`src/rtl/core/h4df_pkg.sv`:
```
// Shared types and codes for the HCI H4 UART deframer.
package h4df_pkg;

    // H4 packet type bytes
    localparam logic [7:0] TYPE_ACL   = 8'h02;
    localparam logic [7:0] TYPE_SCO   = 8'h03;
    localparam logic [7:0] TYPE_EVENT = 8'h04;

    // Packet kind held while a packet is parsed
    localparam logic [1:0] PKT_NONE  = 2'd0;
    localparam logic [1:0] PKT_EVENT = 2'd1;
    localparam logic [1:0] PKT_ACL   = 2'd2;
    localparam logic [1:0] PKT_SCO   = 2'd3;

    // Header sizes after the type byte
    localparam logic [2:0] HDR_LEN_EVENT = 3'd2;
    localparam logic [2:0] HDR_LEN_ACL   = 3'd4;
    localparam logic [2:0] HDR_LEN_SCO   = 3'd3;

    // Output kind codes
    localparam logic [2:0] KIND_TYPE   = 3'd0;
    localparam logic [2:0] KIND_EVENT  = 3'd1;
    localparam logic [2:0] KIND_ACL    = 3'd2;
    localparam logic [2:0] KIND_SCO    = 3'd3;
    localparam logic [2:0] KIND_VENDOR = 3'd4;

    // End status codes
    localparam logic [1:0] END_NONE    = 2'd0;
    localparam logic [1:0] END_OK      = 2'd1;
    localparam logic [1:0] END_DROP    = 2'd2;
    localparam logic [1:0] END_SCO_OFF = 2'd3;

    // Configuration register indexes
    localparam int unsigned CFG_IDX_W = 8;
    localparam logic [CFG_IDX_W-1:0] REG_MAX_PAYLOAD_LEN = 8'd0;
    localparam logic [CFG_IDX_W-1:0] REG_SCO_DELIVER     = 8'd1;

    localparam logic [15:0] MAX_PAYLOAD_LEN_RST = 16'd1024;

    typedef struct packed {
        logic [15:0] max_payload_len;
        logic        sco_deliver;
    } t_cfg;

    typedef struct packed {
        logic [7:0]  out_byte;
        logic [2:0]  out_kind;
        logic        in_header;
        logic [1:0]  end_status;
        logic [15:0] payload_len;
    } t_result;

endpackage

```
`src/rtl/core/h4df_parser.sv`:
```
// H4 packet parser: per-byte state update and tagging of each byte.
module h4df_parser (
    input  logic              i_clk,
    input  logic              i_rst_n,
    input  logic              i_step,
    input  logic [7:0]        i_byte,
    input  h4df_pkg::t_cfg    i_cfg,
    output h4df_pkg::t_result o_res
);
    import h4df_pkg::*;

    typedef enum logic [2:0] {
        PH_TYPE = 3'b001,
        PH_HDR  = 3'b010,
        PH_DATA = 3'b100
    } t_phase;

    t_phase      r_phase, n_phase;
    logic [1:0]  r_kind, n_kind;
    logic [2:0]  r_hidx, n_hidx;
    logic [7:0]  r_low, n_low;
    logic [15:0] r_left, n_left;

    logic [2:0]  w_hsize;
    logic [2:0]  w_hidx_inc;
    logic [1:0]  w_good_end;
    t_result     w_res;

    always_comb begin
        unique case (r_kind)
            PKT_EVENT: w_hsize = HDR_LEN_EVENT;
            PKT_ACL:   w_hsize = HDR_LEN_ACL;
            default:   w_hsize = HDR_LEN_SCO;
        endcase
    end

    assign w_hidx_inc = r_hidx + 3'd1;
    assign w_good_end = (r_kind == PKT_SCO && !i_cfg.sco_deliver) ? END_SCO_OFF : END_OK;

    always_comb begin
        n_phase = r_phase;
        n_kind  = r_kind;
        n_hidx  = r_hidx;
        n_low   = r_low;
        n_left  = r_left;

        w_res.out_byte    = i_byte;
        w_res.out_kind    = KIND_VENDOR;
        w_res.in_header   = 1'b0;
        w_res.end_status  = END_NONE;
        w_res.payload_len = 16'd0;

        unique case (r_phase)
            PH_HDR: begin
                w_res.out_kind  = {1'b0, r_kind};
                w_res.in_header = 1'b1;
                // low length byte sits just before the last header byte
                if (r_hidx == w_hsize - 3'd2) begin
                    n_low = i_byte;
                end
                n_hidx = w_hidx_inc;
                if (w_hidx_inc >= w_hsize) begin
                    if (r_kind == PKT_ACL) begin
                        w_res.payload_len = {i_byte, n_low};
                    end else begin
                        w_res.payload_len = {8'd0, i_byte};
                    end
                    n_hidx = 3'd0;
                    if (w_res.payload_len == 16'd0) begin
                        w_res.end_status = w_good_end;
                        n_phase = PH_TYPE;
                    end else if (w_res.payload_len > i_cfg.max_payload_len) begin
                        // drop and hunt for the next type byte
                        w_res.end_status = END_DROP;
                        n_phase = PH_TYPE;
                    end else begin
                        n_left  = w_res.payload_len;
                        n_phase = PH_DATA;
                    end
                end
            end
            PH_DATA: begin
                w_res.out_kind = {1'b0, r_kind};
                n_left = r_left - 16'd1;
                if (n_left == 16'd0) begin
                    w_res.end_status = w_good_end;
                    n_phase = PH_TYPE;
                end
            end
            default: begin
                n_phase = PH_TYPE;
                if (i_byte == TYPE_EVENT || i_byte == TYPE_ACL || i_byte == TYPE_SCO) begin
                    w_res.out_kind = KIND_TYPE;
                    n_kind  = (i_byte == TYPE_EVENT) ? PKT_EVENT :
                              (i_byte == TYPE_ACL)   ? PKT_ACL   : PKT_SCO;
                    n_hidx  = 3'd0;
                    n_low   = 8'd0;
                    n_phase = PH_HDR;
                end
            end
        endcase
    end

    assign o_res = w_res;

    always_ff @(posedge i_clk) begin
        if (!i_rst_n) begin
            r_phase <= PH_TYPE;
            r_kind  <= PKT_NONE;
            r_hidx  <= 3'd0;
            r_low   <= 8'd0;
            r_left  <= 16'd0;
        end else if (i_step) begin
            r_phase <= n_phase;
            r_kind  <= n_kind;
            r_hidx  <= n_hidx;
            r_low   <= n_low;
            r_left  <= n_left;
        end
    end

    a_data_left_nonzero: assert property (@(posedge i_clk) disable iff (!i_rst_n)
        r_phase == PH_DATA |-> r_left != 16'd0)
        else $error("payload phase with no bytes left");

    a_hdr_index_range: assert property (@(posedge i_clk) disable iff (!i_rst_n)
        r_phase == PH_HDR |-> r_hidx < w_hsize)
        else $error("header index past header size");

    a_kind_known: assert property (@(posedge i_clk) disable iff (!i_rst_n)
        (r_phase == PH_HDR || r_phase == PH_DATA) |-> r_kind != PKT_NONE)
        else $error("packet phase without packet kind");

endmodule

```
`src/rtl/core/hci_h4_uart_deframer.sv`:
```
// HCI H4 UART deframer: one received byte in, one tagged byte out, one item per cycle
// while the output is not stalled, through the input register, the parser update and
// the result register. Header bytes carry the decoded payload length on their last
// byte, and the last byte of a packet carries its end status. Configuration writes are
// taken at any time and are meant to be issued only while no item is in flight.
module hci_h4_uart_deframer (
    input  logic        i_clk,
    input  logic        i_rst_n,
    // configuration write channel
    input  logic        i_cfg_valid,
    output logic        o_cfg_ready,
    input  logic [h4df_pkg::CFG_IDX_W-1:0] i_cfg_index,
    input  logic [15:0] i_cfg_data,
    // input byte stream
    input  logic        s_axis_tvalid,
    output logic        s_axis_tready,
    input  logic [7:0]  s_axis_tdata,   // [7:0] rx_byte
    // tagged byte stream
    output logic        m_axis_tvalid,
    input  logic        m_axis_tready,
    output logic [31:0] m_axis_tdata,   // [7:0] out_byte, [9:8] end_status,
                                        // [25:10] payload_len, [31:26] zero
    output logic [3:0]  m_axis_tuser    // [2:0] out_kind, [3] in_header
);
    import h4df_pkg::*;

    t_cfg       r_cfg;
    logic       r_in_valid;
    logic [7:0] r_in_byte;
    logic       r_out_valid;
    t_result    r_out;
    t_result    w_res;
    logic       w_adv;

    assign o_cfg_ready = 1'b1;

    always_ff @(posedge i_clk) begin
        if (!i_rst_n) begin
            r_cfg.max_payload_len <= MAX_PAYLOAD_LEN_RST;
            r_cfg.sco_deliver     <= 1'b1;
        end else if (i_cfg_valid) begin
            if (i_cfg_index == REG_MAX_PAYLOAD_LEN) begin
                r_cfg.max_payload_len <= i_cfg_data;
            end else if (i_cfg_index == REG_SCO_DELIVER) begin
                r_cfg.sco_deliver <= i_cfg_data[0];
            end
        end
    end

    // advance when the result register is free or being drained
    assign w_adv         = r_in_valid && (!r_out_valid || m_axis_tready);
    assign s_axis_tready = !r_in_valid || w_adv;

    always_ff @(posedge i_clk) begin
        if (!i_rst_n) begin
            r_in_valid <= 1'b0;
        end else if (s_axis_tready) begin
            r_in_valid <= s_axis_tvalid;
        end
    end

    always_ff @(posedge i_clk) begin
        if (s_axis_tready && s_axis_tvalid) begin
            r_in_byte <= s_axis_tdata;
        end
    end

    h4df_parser u_parser (
        .i_clk   (i_clk),
        .i_rst_n (i_rst_n),
        .i_step  (w_adv),
        .i_byte  (r_in_byte),
        .i_cfg   (r_cfg),
        .o_res   (w_res)
    );

    always_ff @(posedge i_clk) begin
        if (!i_rst_n) begin
            r_out_valid <= 1'b0;
        end else if (w_adv) begin
            r_out_valid <= 1'b1;
        end else if (m_axis_tready) begin
            r_out_valid <= 1'b0;
        end
    end

    always_ff @(posedge i_clk) begin
        if (w_adv) begin
            r_out <= w_res;
        end
    end

    assign m_axis_tvalid = r_out_valid;
    assign m_axis_tdata  = {6'd0, r_out.payload_len, r_out.end_status, r_out.out_byte};
    assign m_axis_tuser  = {r_out.in_header, r_out.out_kind};

    a_hdr_kind: assert property (@(posedge i_clk) disable iff (!i_rst_n)
        r_out_valid && r_out.in_header |->
            (r_out.out_kind == KIND_EVENT || r_out.out_kind == KIND_ACL ||
             r_out.out_kind == KIND_SCO))
        else $error("header byte tagged with non-packet kind");

    a_len_on_header: assert property (@(posedge i_clk) disable iff (!i_rst_n)
        r_out_valid && r_out.payload_len != 16'd0 |-> r_out.in_header)
        else $error("payload length outside the header");

    a_drop_on_header: assert property (@(posedge i_clk) disable iff (!i_rst_n)
        r_out_valid && r_out.end_status == END_DROP |->
            r_out.in_header && r_out.payload_len > r_cfg.max_payload_len)
        else $error("drop status without oversize header");

    a_no_loss: assert property (@(posedge i_clk) disable iff (!i_rst_n)
        r_out_valid && !m_axis_tready |=> r_out_valid)
        else $error("result lost while stalled");

endmodule

```
`config.mk`:
```
export PLATFORM = sky130hd
export DESIGN_NAME = hci_h4_uart_deframer
export DESIGN_NICKNAME = d
export VERILOG_FILES = /design/src/rtl/core/h4df_pkg.sv /design/src/rtl/core/h4df_parser.sv /design/src/rtl/core/hci_h4_uart_deframer.sv
export SDC_FILE = /design/constraint.sdc
export NUM_CORES = 1
export LEC_CHECK = 0
export ABC_AREA = 0
export BUFFER_PORTS_ARGS = -buffer_cell sky130_fd_sc_hd__buf_2
export CORE_AREA = 2 2 103 105
export DETAILED_ROUTE_END_ITERATION = 10
export DIE_AREA = 0 0 105 107
export PLACE_DENSITY = 0.71
export SLEW_MARGIN = 20
export SYNTH_ARGS = -nofsm -noshare
export SYNTH_HDL_FRONTEND = slang
export SYNTH_HIERARCHICAL = 1
export SYNTH_SLANG_ARGS = --single-unit
export TNS_END_PERCENT = 50
```
`constraint.sdc`:
```
create_clock -name i_clk -period 4.7 [get_ports i_clk]
set_input_delay 0.235 -clock i_clk [delete_from_list [all_inputs] [get_ports i_clk]]
set_output_delay 0.235 -clock i_clk [all_outputs]
set_load 0.01 [all_outputs]
```
==> results of run 1 <==
-- power by group through the flow --
stage / logic [mW] / registers [mW] / clock network, mW
floorplan: 0.0515 / 0.852 / 0
global placement: 0.0836 / 0.848 / 0
detailed placement: 0.0862 / 0.848 / 0
CTS: 0.0865 / 0.830 / 0.562
global route: 0.0970 / 0.832 / 0.594
finish: 0.0863 / 0.830 / 0.552
-- layer usage --
layer,global-route usage,vias to the layer above,part of all wire
met4,0.0781,0,0.026
met5,0,-,0
li1,-,1970,-
met1,0.263,1862,0.42
met2,0.378,138,0.50
met3,0.0432,27,0.055
-- logic make-up (layout without fill, tap and decap cells) --
| logic type | count (synthesis) | after routing |
|---|---|---|
| AO/OA/AOI/OAI | 95 | 95 |
| adder cells (fa/ha/maj) | 25 | 25 |
| multiplexers | 31 | 31 |
| AND/OR/NAND/NOR | 202 | 202 |
| XOR/XNOR | 8 | 8 |
| buffers and inverters | 78 | 129 |
| flip-flops | 89 | 89 |
| other | 2 | 7 |
-- cell type report --
class                           instances  area, um2  area share
Clock buffer                            9        124      0.0226
Timing Repair Buffer                   74        385      0.0703
Multi-Input combinational cell        368       2410       0.439
Inverter                               39        146      0.0267
Clock inverter                          7       85.1      0.0155
Sequential cell                        89       2160       0.394
Tap cell                              136        170      0.0310
-- registers in the layout, indices dropped and copies added (netlist names) --
register	count
m_axis_tdata	26
r_cfg	17
u_parser/r_left	16
r_in_byte	8
u_parser/r_low	8
m_axis_tuser	4
u_parser/r_hidx	3
u_parser/r_phase	3
u_parser/r_kind	2
m_axis_tvalid	1
r_in_valid	1
-- placed cells by master (no fill, tap or decap), types with 7 or more instances in the layout --
cell type | synthesis | layout
nand2_1 | 73 | 73
buf_2 | 1 | 68
dfxtp_1 | 51 | 51
nor2_1 | 41 | 41
inv_1 | 39 | 39
edfxtp_1 | 38 | 38
mux2i_1 | 31 | 31
a21oi_1 | 26 | 26
ha_1 | 25 | 25
o21ai_0 | 13 | 13
nor3_1 | 11 | 11
nand4_1 | 10 | 10
nor4_1 | 10 | 9
clkbuf_8 | 0 | 9
nor2b_1 | 9 | 8
and2_1 | 8 | 8
a22o_1 | 8 | 8
o32ai_1 | 8 | 8
a211oi_1 | 8 | 8
conb_1 | 2 | 7
o211ai_1 | 7 | 7
nand3_1 | 7 | 7
-- worst min path at each step --
stage	startpoint	end	slack, ps	depth (start not counted)
2_1_floorplan	s_axis_tdata[0]	r_in_byte[0]	330	0
4_1_cts	s_axis_tdata[5]	r_in_byte[5]	30	1
3_5_place_dp	s_axis_tdata[5]	r_in_byte[5]	410	1
3_3_place_gp	s_axis_tdata[5]	r_in_byte[5]	410	1
6_report	s_axis_tdata[5]	r_in_byte[5]	40	1
5_1_grt	s_axis_tdata[5]	r_in_byte[5]	20	1
==> impl_metrics.csv, run 1 <==
group,metric,value,unit
outcome,outcome,"finished, final reports clean",
synthesis,synthTopCellsByArea,"edfxtp_1 23%, dfxtp_1 21%, ha_1 6.4%, mux2i_1 6.3%, nand2_1 5.6%",
power,comb_power_share,0.059,
global_routing,grt_pass1_wl,19.3,mm
placement,place.gp.congestion,0.874,
flow_run,cap_violations,0,
global_routing,grt_max_degree,64,
power,power_density,268,nW/um2
layout,antenna_cells,0,
worst_setup_path,cp-startpoint,"u_parser/r_kind[0]",
clock_network,post_cts_resized,0,
clock_network,clock_latency,370,ps
drt,via_count,3997,
power,power.leakage,2.22,nW
sta,rsz0062_at_grt,"false",
global_routing,track_usage,0.215,
synthesis,async_flop_share,0,
floorplanning,die_area,11200,um2
power,swShare,0.245,
synthesis,syn_area_per_cell,9.29,um2
synthesis,synth_edf_count,38,
drt,wl_per_cell,16.0,um
synthesis,synth_top_family_by_area,"simple AND/OR/NAND/NOR gates",
worst_setup_path,r2r_cells,14,
floorplanning,io_pins,76,
clock_network,numCtsBuffers,9,
hold_path,hold_class,"in2reg",
sta,holdWs,40.6,ps
sta,fin_skew,14.1,ps
floorplanning,die_h,107,um
sta,hold_viol_final,0,
placement,post-place-ws,576,ps
layout,final_util,0.543,
floorplanning,rows,37,
worst_setup_path,slowest_stage,"a31oi_1",
placement,post-place-cells,706,
sta,worst_slack,508,ps
synthesis,synthAdderAreaFrac,0.0635,
sta,tightest_slew,933,ps
worst_setup_path,required,4990,ps
synthesis,synth-main-ff-cell,"dfxtp_1",
clock_network,ctsHoldBuffers,0,
synthesis,synth_compound_area_frac,0.133,
worst_setup_path,cpLargestDelayFamily,"compound AO/OA/AOI/OAI gates",
worst_setup_path,crit_chain,"inv_1 -> ha_1 -> ha_1 -> o31ai_1 -> buf_4 -> mux2i_1 -> inv_1 -> ha_1 -> nand2_1 -> nor4_1 -> a21bo_2 -> a31oi_1 -> a21o_2 -> mux2i_1",
floorplanning,start_util,0.488,
clock_network,cts_setup_buffers,0,
placement,port_buffers,68,
drt,antenna_left,0,
worst_setup_path,crit_buf_inv,3,
placement,dpl.hpwl,8.61,mm
global_routing,antenna_found_initial,0,
worst_setup_path,worstReg2RegStart,"u_parser/r_kind[0]",
drt,drt_iter0_drc,302,
synthesis,netlist_area,4920,um2
sta,min_period,4190,ps
layout,stdcell_count,722,
layout,fin_area,5480,um2
synthesis,synth_area_leader_cell,"edfxtp_1",
clock_network,ctsRootBufferMaster,"clkbuf_8",
synthesis,synth.most_common_cell,"nand2_1",
power,clkPwrFrac,0.376,
sta,max_clock_freq,0.239,GHz
synthesis,synth_top_area_share,0.232,
worst_setup_path,crit_end,"u_parser/r_left[1]",
synthesis,ys_ff_latch,89,
floorplanning,coreArea,10100,um2
power,p_seq_frac,0.565,
sta,report.final.slew_viol_count,0,
drt,wl,11.5,mm
synthesis,yosysWarningCount,6,
placement,post_dp_cell_area,5270,um2
global_routing,grt_overflow_total,0,
worst_setup_path,cp-start-kind,"flip-flop",
synthesis,yosysUniqueCellTypes,61,
worst_setup_path,crit_type,"reg2reg",
layout,n_fill_cell,950,
power,max-vdd-ir-drop,0.000189,V
layout,num-nets-final,643,
drt,remaining_drc_errors,0,
clock_network,cts.sinks,89,
clock_network,cts_max_path_buffers,2,
worst_setup_path,timing.rr.end,"u_parser/r_left[1]",
floorplanning,fp.dieW,105,um
sta,setup_violations,0,
clock_network,clkSlewWorstSetupHoldPaths,100,ps
worst_setup_path,worst-path-max-fanout,15,
synthesis,syn_inst,530,
sta,fin_setup_tns,0,ps
worst_setup_path,arrival,4480,ps
drt,vias_per_cell,5.54,
power,power,1.47,mW
layout,layout-area-overhead-vs-synth,11.3,%
power,intPower,1.11,mW
sta,max-slew-margin-rel,0.376,
worst_setup_path,crit_top_cell,"ha_1",
synthesis,seq_area_frac_synth,0.439,
synthesis,synth_common_cells,"73 x nand2_1, 51 x dfxtp_1, 41 x nor2_1, 39 x inv_1, 38 x edfxtp_1",
global_routing,grt_pass1_vias,3969,
synthesis,muxShareOfSynthArea,0.0630,
layout,drive_gt1_frac,0.181,
drt,drt-pass1-iter-count,5,
power,switchingPower,0.360,mW
worst_setup_path,reg2reg_slack,510,ps
worst_setup_path,crit_path_end_kind,"flip-flop",
worst_setup_path,crit_cells,14,
worst_setup_path,cpPeakStageDelay,550,ps
clock_network,cts_tree,"yes",
synthesis,synth_xor_area_frac,0.0142,
sta,fin_crit_sh,0.892,
synthesis,synthSimpleGateAreaFrac,0.207,
clock_network,h-tree-depth,3,
No activity file was read; power rests on OpenSTA's default activity.
==> inputs of run 2 (changes only) <==
--- a/config.mk
+++ b/config.mk
@@ -7,10 +7,11 @@
 export LEC_CHECK = 0
 export ABC_AREA = 0
 export BUFFER_PORTS_ARGS = -buffer_cell sky130_fd_sc_hd__buf_2
-export CORE_AREA = 2 2 103 105
+export CORE_AREA = 2 2 120 122
 export DETAILED_ROUTE_END_ITERATION = 10
-export DIE_AREA = 0 0 105 107
-export PLACE_DENSITY = 0.71
+export DIE_AREA = 0 0 122 124
+export PLACE_DENSITY = 0.55
+export RECOVER_POWER = 25
 export SLEW_MARGIN = 20
 export SYNTH_ARGS = -nofsm -noshare
 export SYNTH_HDL_FRONTEND = slang
==> impl_metrics.csv, run 2 (synthesis gave the netlist of run 1 again) <==
group,metric,value,unit
outcome,outcome,"finished, final reports clean",
worst_setup_path,arrival,4300,ps
global_routing,grt_pass1_vias,3869,
clock_network,cts_tree,"yes",
sta,report.final.slew_viol_count,0,
sta,max-slew-margin-rel,0.359,
clock_network,clock_latency,350,ps
global_routing,grt_pass1_wl,19.7,mm
layout,seq_area,2160,um2
sta,min_period,4030,ps
layout,fin_area,5620,um2
power,power_density,296,nW/um2
drt,wl,12.2,mm
worst_setup_path,cp-start-kind,"flip-flop",
flow_run,cap_violations,0,
floorplanning,rows,43,
sta,rsz0062_at_grt,"false",
worst_setup_path,worst-path-max-fanout,15,
clock_network,post_cts_resized,0,
clock_network,ctsRootBufferMaster,"clkbuf_16",
floorplanning,start_util,0.359,
drt,drt_iter0_drc,211,
power,switchingPower,0.381,mW
layout,final_util,0.410,
sta,holdWs,61.0,ps
sta,max_clock_freq,0.248,GHz
global_routing,grt_max_degree,63,
layout,num-nets-final,644,
placement,post_dp_cell_area,5330,um2
clock_network,numCtsBuffers,9,
layout,n_fill_cell,1365,
clock_network,ctsHoldBuffers,0,
hold_path,hold_class,"in2reg",
worst_setup_path,required,4970,ps
hold_path,holdPathStages,1,
power,max-vdd-ir-drop,0.000168,V
layout,layout.cells.most_common,"nand2_1",
power,comb_power_share,0.052,
floorplanning,die_h,124,um
global_routing,grt_overflow_total,0,
clock_network,clkSlewWorstSetupHoldPaths,70,ps
power,p_seq_frac,0.499,
sta,fin_skew,9.55,ps
floorplanning,fp.dieW,122,um
drt,vias_per_cell,5.22,
sta,fin_setup_tns,0,ps
placement,place.gp.congestion,0.904,
power,intPower,1.29,mW
worst_setup_path,crit_type,"reg2reg",
drt,wl_per_cell,15.9,um
drt,remaining_drc_errors,0,
worst_setup_path,r2r_cells,14,
global_routing,track_usage,0.169,
layout,final_cell_mix,"73 x nand2_1, 51 x dfxtp_1, 48 x buf_2, 41 x nor2_1, 39 x inv_1",
layout,largest_reg_flops,26,
drt,via_count,4002,
clock_network,cts_setup_buffers,0,
drt,antenna_left,0,
layout,antenna_cells,0,
clock_network,cts.sinks,89,
floorplanning,coreArea,13700,um2
global_routing,antenna_found_initial,0,
sta,setup_violations,0,
sta,tightest_slew,959,ps
sta,fin_crit_sh,0.857,
power,power,1.67,mW
layout,multi_input_comb_area,2410,um2
clock_network,cts_max_path_buffers,2,
placement,dpl.hpwl,8.99,mm
power,clkPwrFrac,0.449,
worst_setup_path,crit_path_end_kind,"flip-flop",
layout,layout-area-overhead-vs-synth,14.2,%
floorplanning,io_pins,76,
clock_network,h-tree-depth,3,
power,swShare,0.229,
drt,drt-pass1-iter-count,5,
power,power.leakage,2.21,nW
floorplanning,die_area,15100,um2
sta,hold_viol_final,0,
placement,port_buffers,68,
layout,drive_gt1_frac,0.147,
[run 2: metal layers]
| metal | global-route usage | wire (um) | up-vias |
|---|---|---|---|
| li1 | - | - | 1982 |
| met1 | 0.223 | 5650 | 1853 |
| met2 | 0.268 | 5510 | 146 |
| met3 | 0.0481 | 767 | 21 |
| met4 | 0.0568 | 271 | 0 |
| met5 | 0 | 0 | - |
[run 2: critical path, cell delays in order, from the launching register on]
cell and delay [ps]:
dfxtp_1 330, inv_1 90, ha_1 300, ha_1 330, o31ai_1 270, buf_4 240
mux2i_1 350, inv_1 80, ha_1 280, nand2_1 60, nor4_1 280, a21bo_2 270
a31oi_1 370, a21o_2 460, mux2i_1 240
[run 2: path summary, 6_finish.rpt]
path,from,endpoint,slack (ps)
worst max-delay path,u_parser/r_kind[0],u_parser/r_left[14],670
worst min-delay path,s_axis_tdata[2],r_in_byte[2],60
worst max register to register,u_parser/r_kind[0],u_parser/r_left[14],670
worst min register to register,r_cfg[10],r_cfg[10],460
[run 2: power by group through the flow]
stage / Clock [mW] / Sequential, mW / Combinational [mW]
floorplan: 0 / 0.852 / 0.0515
global placement: 0 / 0.848 / 0.0879
detailed placement: 0 / 0.848 / 0.0896
CTS: 0.769 / 0.831 / 0.0901
global route: 0.797 / 0.833 / 0.0974
finish: 0.748 / 0.831 / 0.0869
[run 2: final cells by class]
cell class,instances,share of cell area
multi-input cells,368,0.428
well taps,180,0.0401
clock inverters,6,0.0131
flip-flops and latches,89,0.385
inverters,39,0.0260
repair buffers,75,0.0654
clock buffers,10,0.0425
[run 2: metrics by stage]
step / setup slack [ps] / cells
5_1_grt: 221 / 767
6_report: 672 / 767
3_3_place_gp: 906 / 751
3_5_place_dp: 717 / 751
4_1_cts: 683 / 767
2_1_floorplan: 1290 / 535
==> inputs of run 3 (changes only) <==
--- a/config.mk
+++ b/config.mk
@@ -7,9 +7,10 @@
 export LEC_CHECK = 0
 export ABC_AREA = 0
 export BUFFER_PORTS_ARGS = -buffer_cell sky130_fd_sc_hd__buf_2
-export CORE_AREA = 2 2 120 122
+export CORE_AREA = 2 2 139 107
 export DETAILED_ROUTE_END_ITERATION = 10
-export DIE_AREA = 0 0 122 124
+export DIE_AREA = 0 0 141 109
+export HOLD_SLACK_MARGIN = 0.12
 export PLACE_DENSITY = 0.55
 export RECOVER_POWER = 25
 export SLEW_MARGIN = 20
==> impl_metrics.csv, run 3 (synthesis gave the netlist of run 1 again) <==
group,metric,value,unit
global_routing,track_usage,0.175,
clock_network,post_cts_resized,0,
sta,holdWs,128,ps
power,switchingPower,0.403,mW
worst_setup_path,timing.rr.end,"u_parser/r_left[14]",
worst_setup_path,r2r_cells,15,
clock_network,clkSlewWorstSetupHoldPaths,70,ps
worst_setup_path,worst-path-max-fanout,15,
floorplanning,die_area,15400,um2
worst_setup_path,crit_type,"reg2reg",
global_routing,grt_max_degree,64,
clock_network,cts_max_path_buffers,2,
sta,max_clock_freq,0.245,GHz
drt,drt_iter0_drc,306,
sta,tightest_slew,975,ps
hold_path,hold_class,"in2reg",
placement,post-place-cells,750,
worst_setup_path,crit_path_end_kind,"flip-flop",
placement,post-place-ws,699,ps
layout,stdcell_count,774,
layout,num-nets-final,651,
clock_network,numCtsBuffers,9,
global_routing,antenna_found_initial,0,
power,comb_power_share,0.056,
worst_setup_path,cp-startpoint,"u_parser/r_kind[0]",
drt,remaining_drc_errors,0,
placement,place.gp.congestion,0.907,
sta,fin_skew,5.59,ps
power,power_density,287,nW/um2
flow_run,cap_violations,0,
global_routing,grt_pass1_vias,3932,
outcome,outcome,"finished, final reports clean",
floorplanning,die_h,109,um
floorplanning,fp.dieW,141,um
layout,layout.cells.most_common,"nand2_1",
sta,worst_slack,622,ps
clock_network,cts_tree,"yes",
worst_setup_path,crit_end,"u_parser/r_left[14]",
power,p_seq_frac,0.511,
sta,fin_setup_tns,0,ps
layout,drive_gt1_frac,0.143,
layout,antenna_cells,0,
global_routing,grt_pass1_wl,20.9,mm
clock_network,h-tree-depth,3,
drt,via_count,4122,
drt,wl,13.0,mm
layout,final_cell_mix,"73 x nand2_1, 51 x dfxtp_1, 47 x buf_2, 41 x nor2_1, 39 x inv_1",
clock_network,ctsRootBufferMaster,"clkbuf_16",
worst_setup_path,required,4980,ps
clock_network,clock_latency,350,ps
floorplanning,coreArea,14100,um2
drt,wl_per_cell,16.8,um
power,clkPwrFrac,0.433,
placement,dpl.hpwl,9.33,mm
worst_setup_path,worstReg2RegStart,"u_parser/r_kind[0]",
worst_setup_path,cp-start-kind,"flip-flop",
power,swShare,0.248,
placement,port_buffers,68,
hold_path,holdPathStages,3,
power,max-vdd-ir-drop,0.000164,V
layout,largest_reg_flops,26,
sta,report.final.slew_viol_count,0,
clock_network,cts.sinks,89,
drt,vias_per_cell,5.33,
sta,hold_viol_final,0,
global_routing,grt_overflow_total,0,
drt,antenna_left,0,
sta,max-slew-margin-rel,0.348,
sta,fin_crit_sh,0.868,
sta,rsz0062_at_grt,"false",
worst_setup_path,arrival,4360,ps
floorplanning,rows,38,
drt,drt-pass1-iter-count,5,
sta,min_period,4080,ps
floorplanning,io_pins,76,
floorplanning,start_util,0.349,
power,intPower,1.22,mW
layout,layout-area-overhead-vs-synth,15.2,%
power,power.leakage,2.23,nW
worst_setup_path,reg2reg_slack,620,ps
sta,setup_violations,0,
[run 3: cell count changes in the layout (fill, tap and decap cells not counted), sizes merged]
cell         change
dlygate4sd3      +8
buf              -2
bufinv           -1
clkinv           +1
inv              +1
[run 3: worst max-delay path, stage by stage, from the launching register on]
cell and delay, ps:
dfxtp_1 350, inv_1 100, ha_1 300, ha_1 320, o31ai_1 260, buf_4 240, mux2i_1 360, inv_1 90
ha_1 280, nand2_1 60, nor4_1 330, a21bo_2 280, a31oi_1 120, buf_4 250, a21o_2 420, mux2i_1 240
[run 3: final cells by class]
class,instances,area [um2]
Tap cell,180,225
Inverter,39,146
Sequential cell,89,2160
Timing Repair Buffer,82,439
Fill cell,1396,8450
Clock buffer,9,225
Multi-Input combinational cell,368,2410
Clock inverter,7,60.1
[run 3: power by group through the flow]
stage	Sequential (mW)	Combinational [mW]	Clock, mW
final	0.832	0.0913	0.705
after global routing	0.833	0.101	0.747
after CTS	0.831	0.0936	0.719
after detailed placement	0.849	0.0881	0
after global placement	0.849	0.0865	0
after floorplan	0.852	0.0515	0
[run 3: what timing repair did]
item	4_1_cts	5_1_grt
endpoints found under the hold margin	8	0
setup buffers	0	0
hold buffers	8	0
setup endpoints to repair	0	0
[run 3: worst min path at each step]
stage | from | end
after floorplan | s_axis_tdata[0] | r_in_byte[0]
after global placement | s_axis_tdata[3] | r_in_byte[3]
after detailed placement | s_axis_tdata[2] | r_in_byte[2]
after CTS | i_cfg_data[4] | r_cfg[5]
after global routing | i_cfg_data[3] | r_cfg[4]
final | i_cfg_data[4] | r_cfg[5]
[run 3: layer usage]
| metal | part of all wire | track usage |
|---|---|---|
| met1 | 0.49 | 0.249 |
| met2 | 0.42 | 0.253 |
| met3 | 0.083 | 0.0558 |
| met4 | 0.011 | 0.0521 |
| met5 | 0 | 0 |
[run 3: through the flow]
step,utilization,total power [mW],area (um2)
3_3_place_gp,0.377,0.935,5330
3_5_place_dp,0.377,0.937,5330
4_1_cts,0.403,1.64,5690
5_1_grt,0.402,1.68,5670
6_report,0.402,1.63,5670
2_1_floorplan,-,0.903,4940
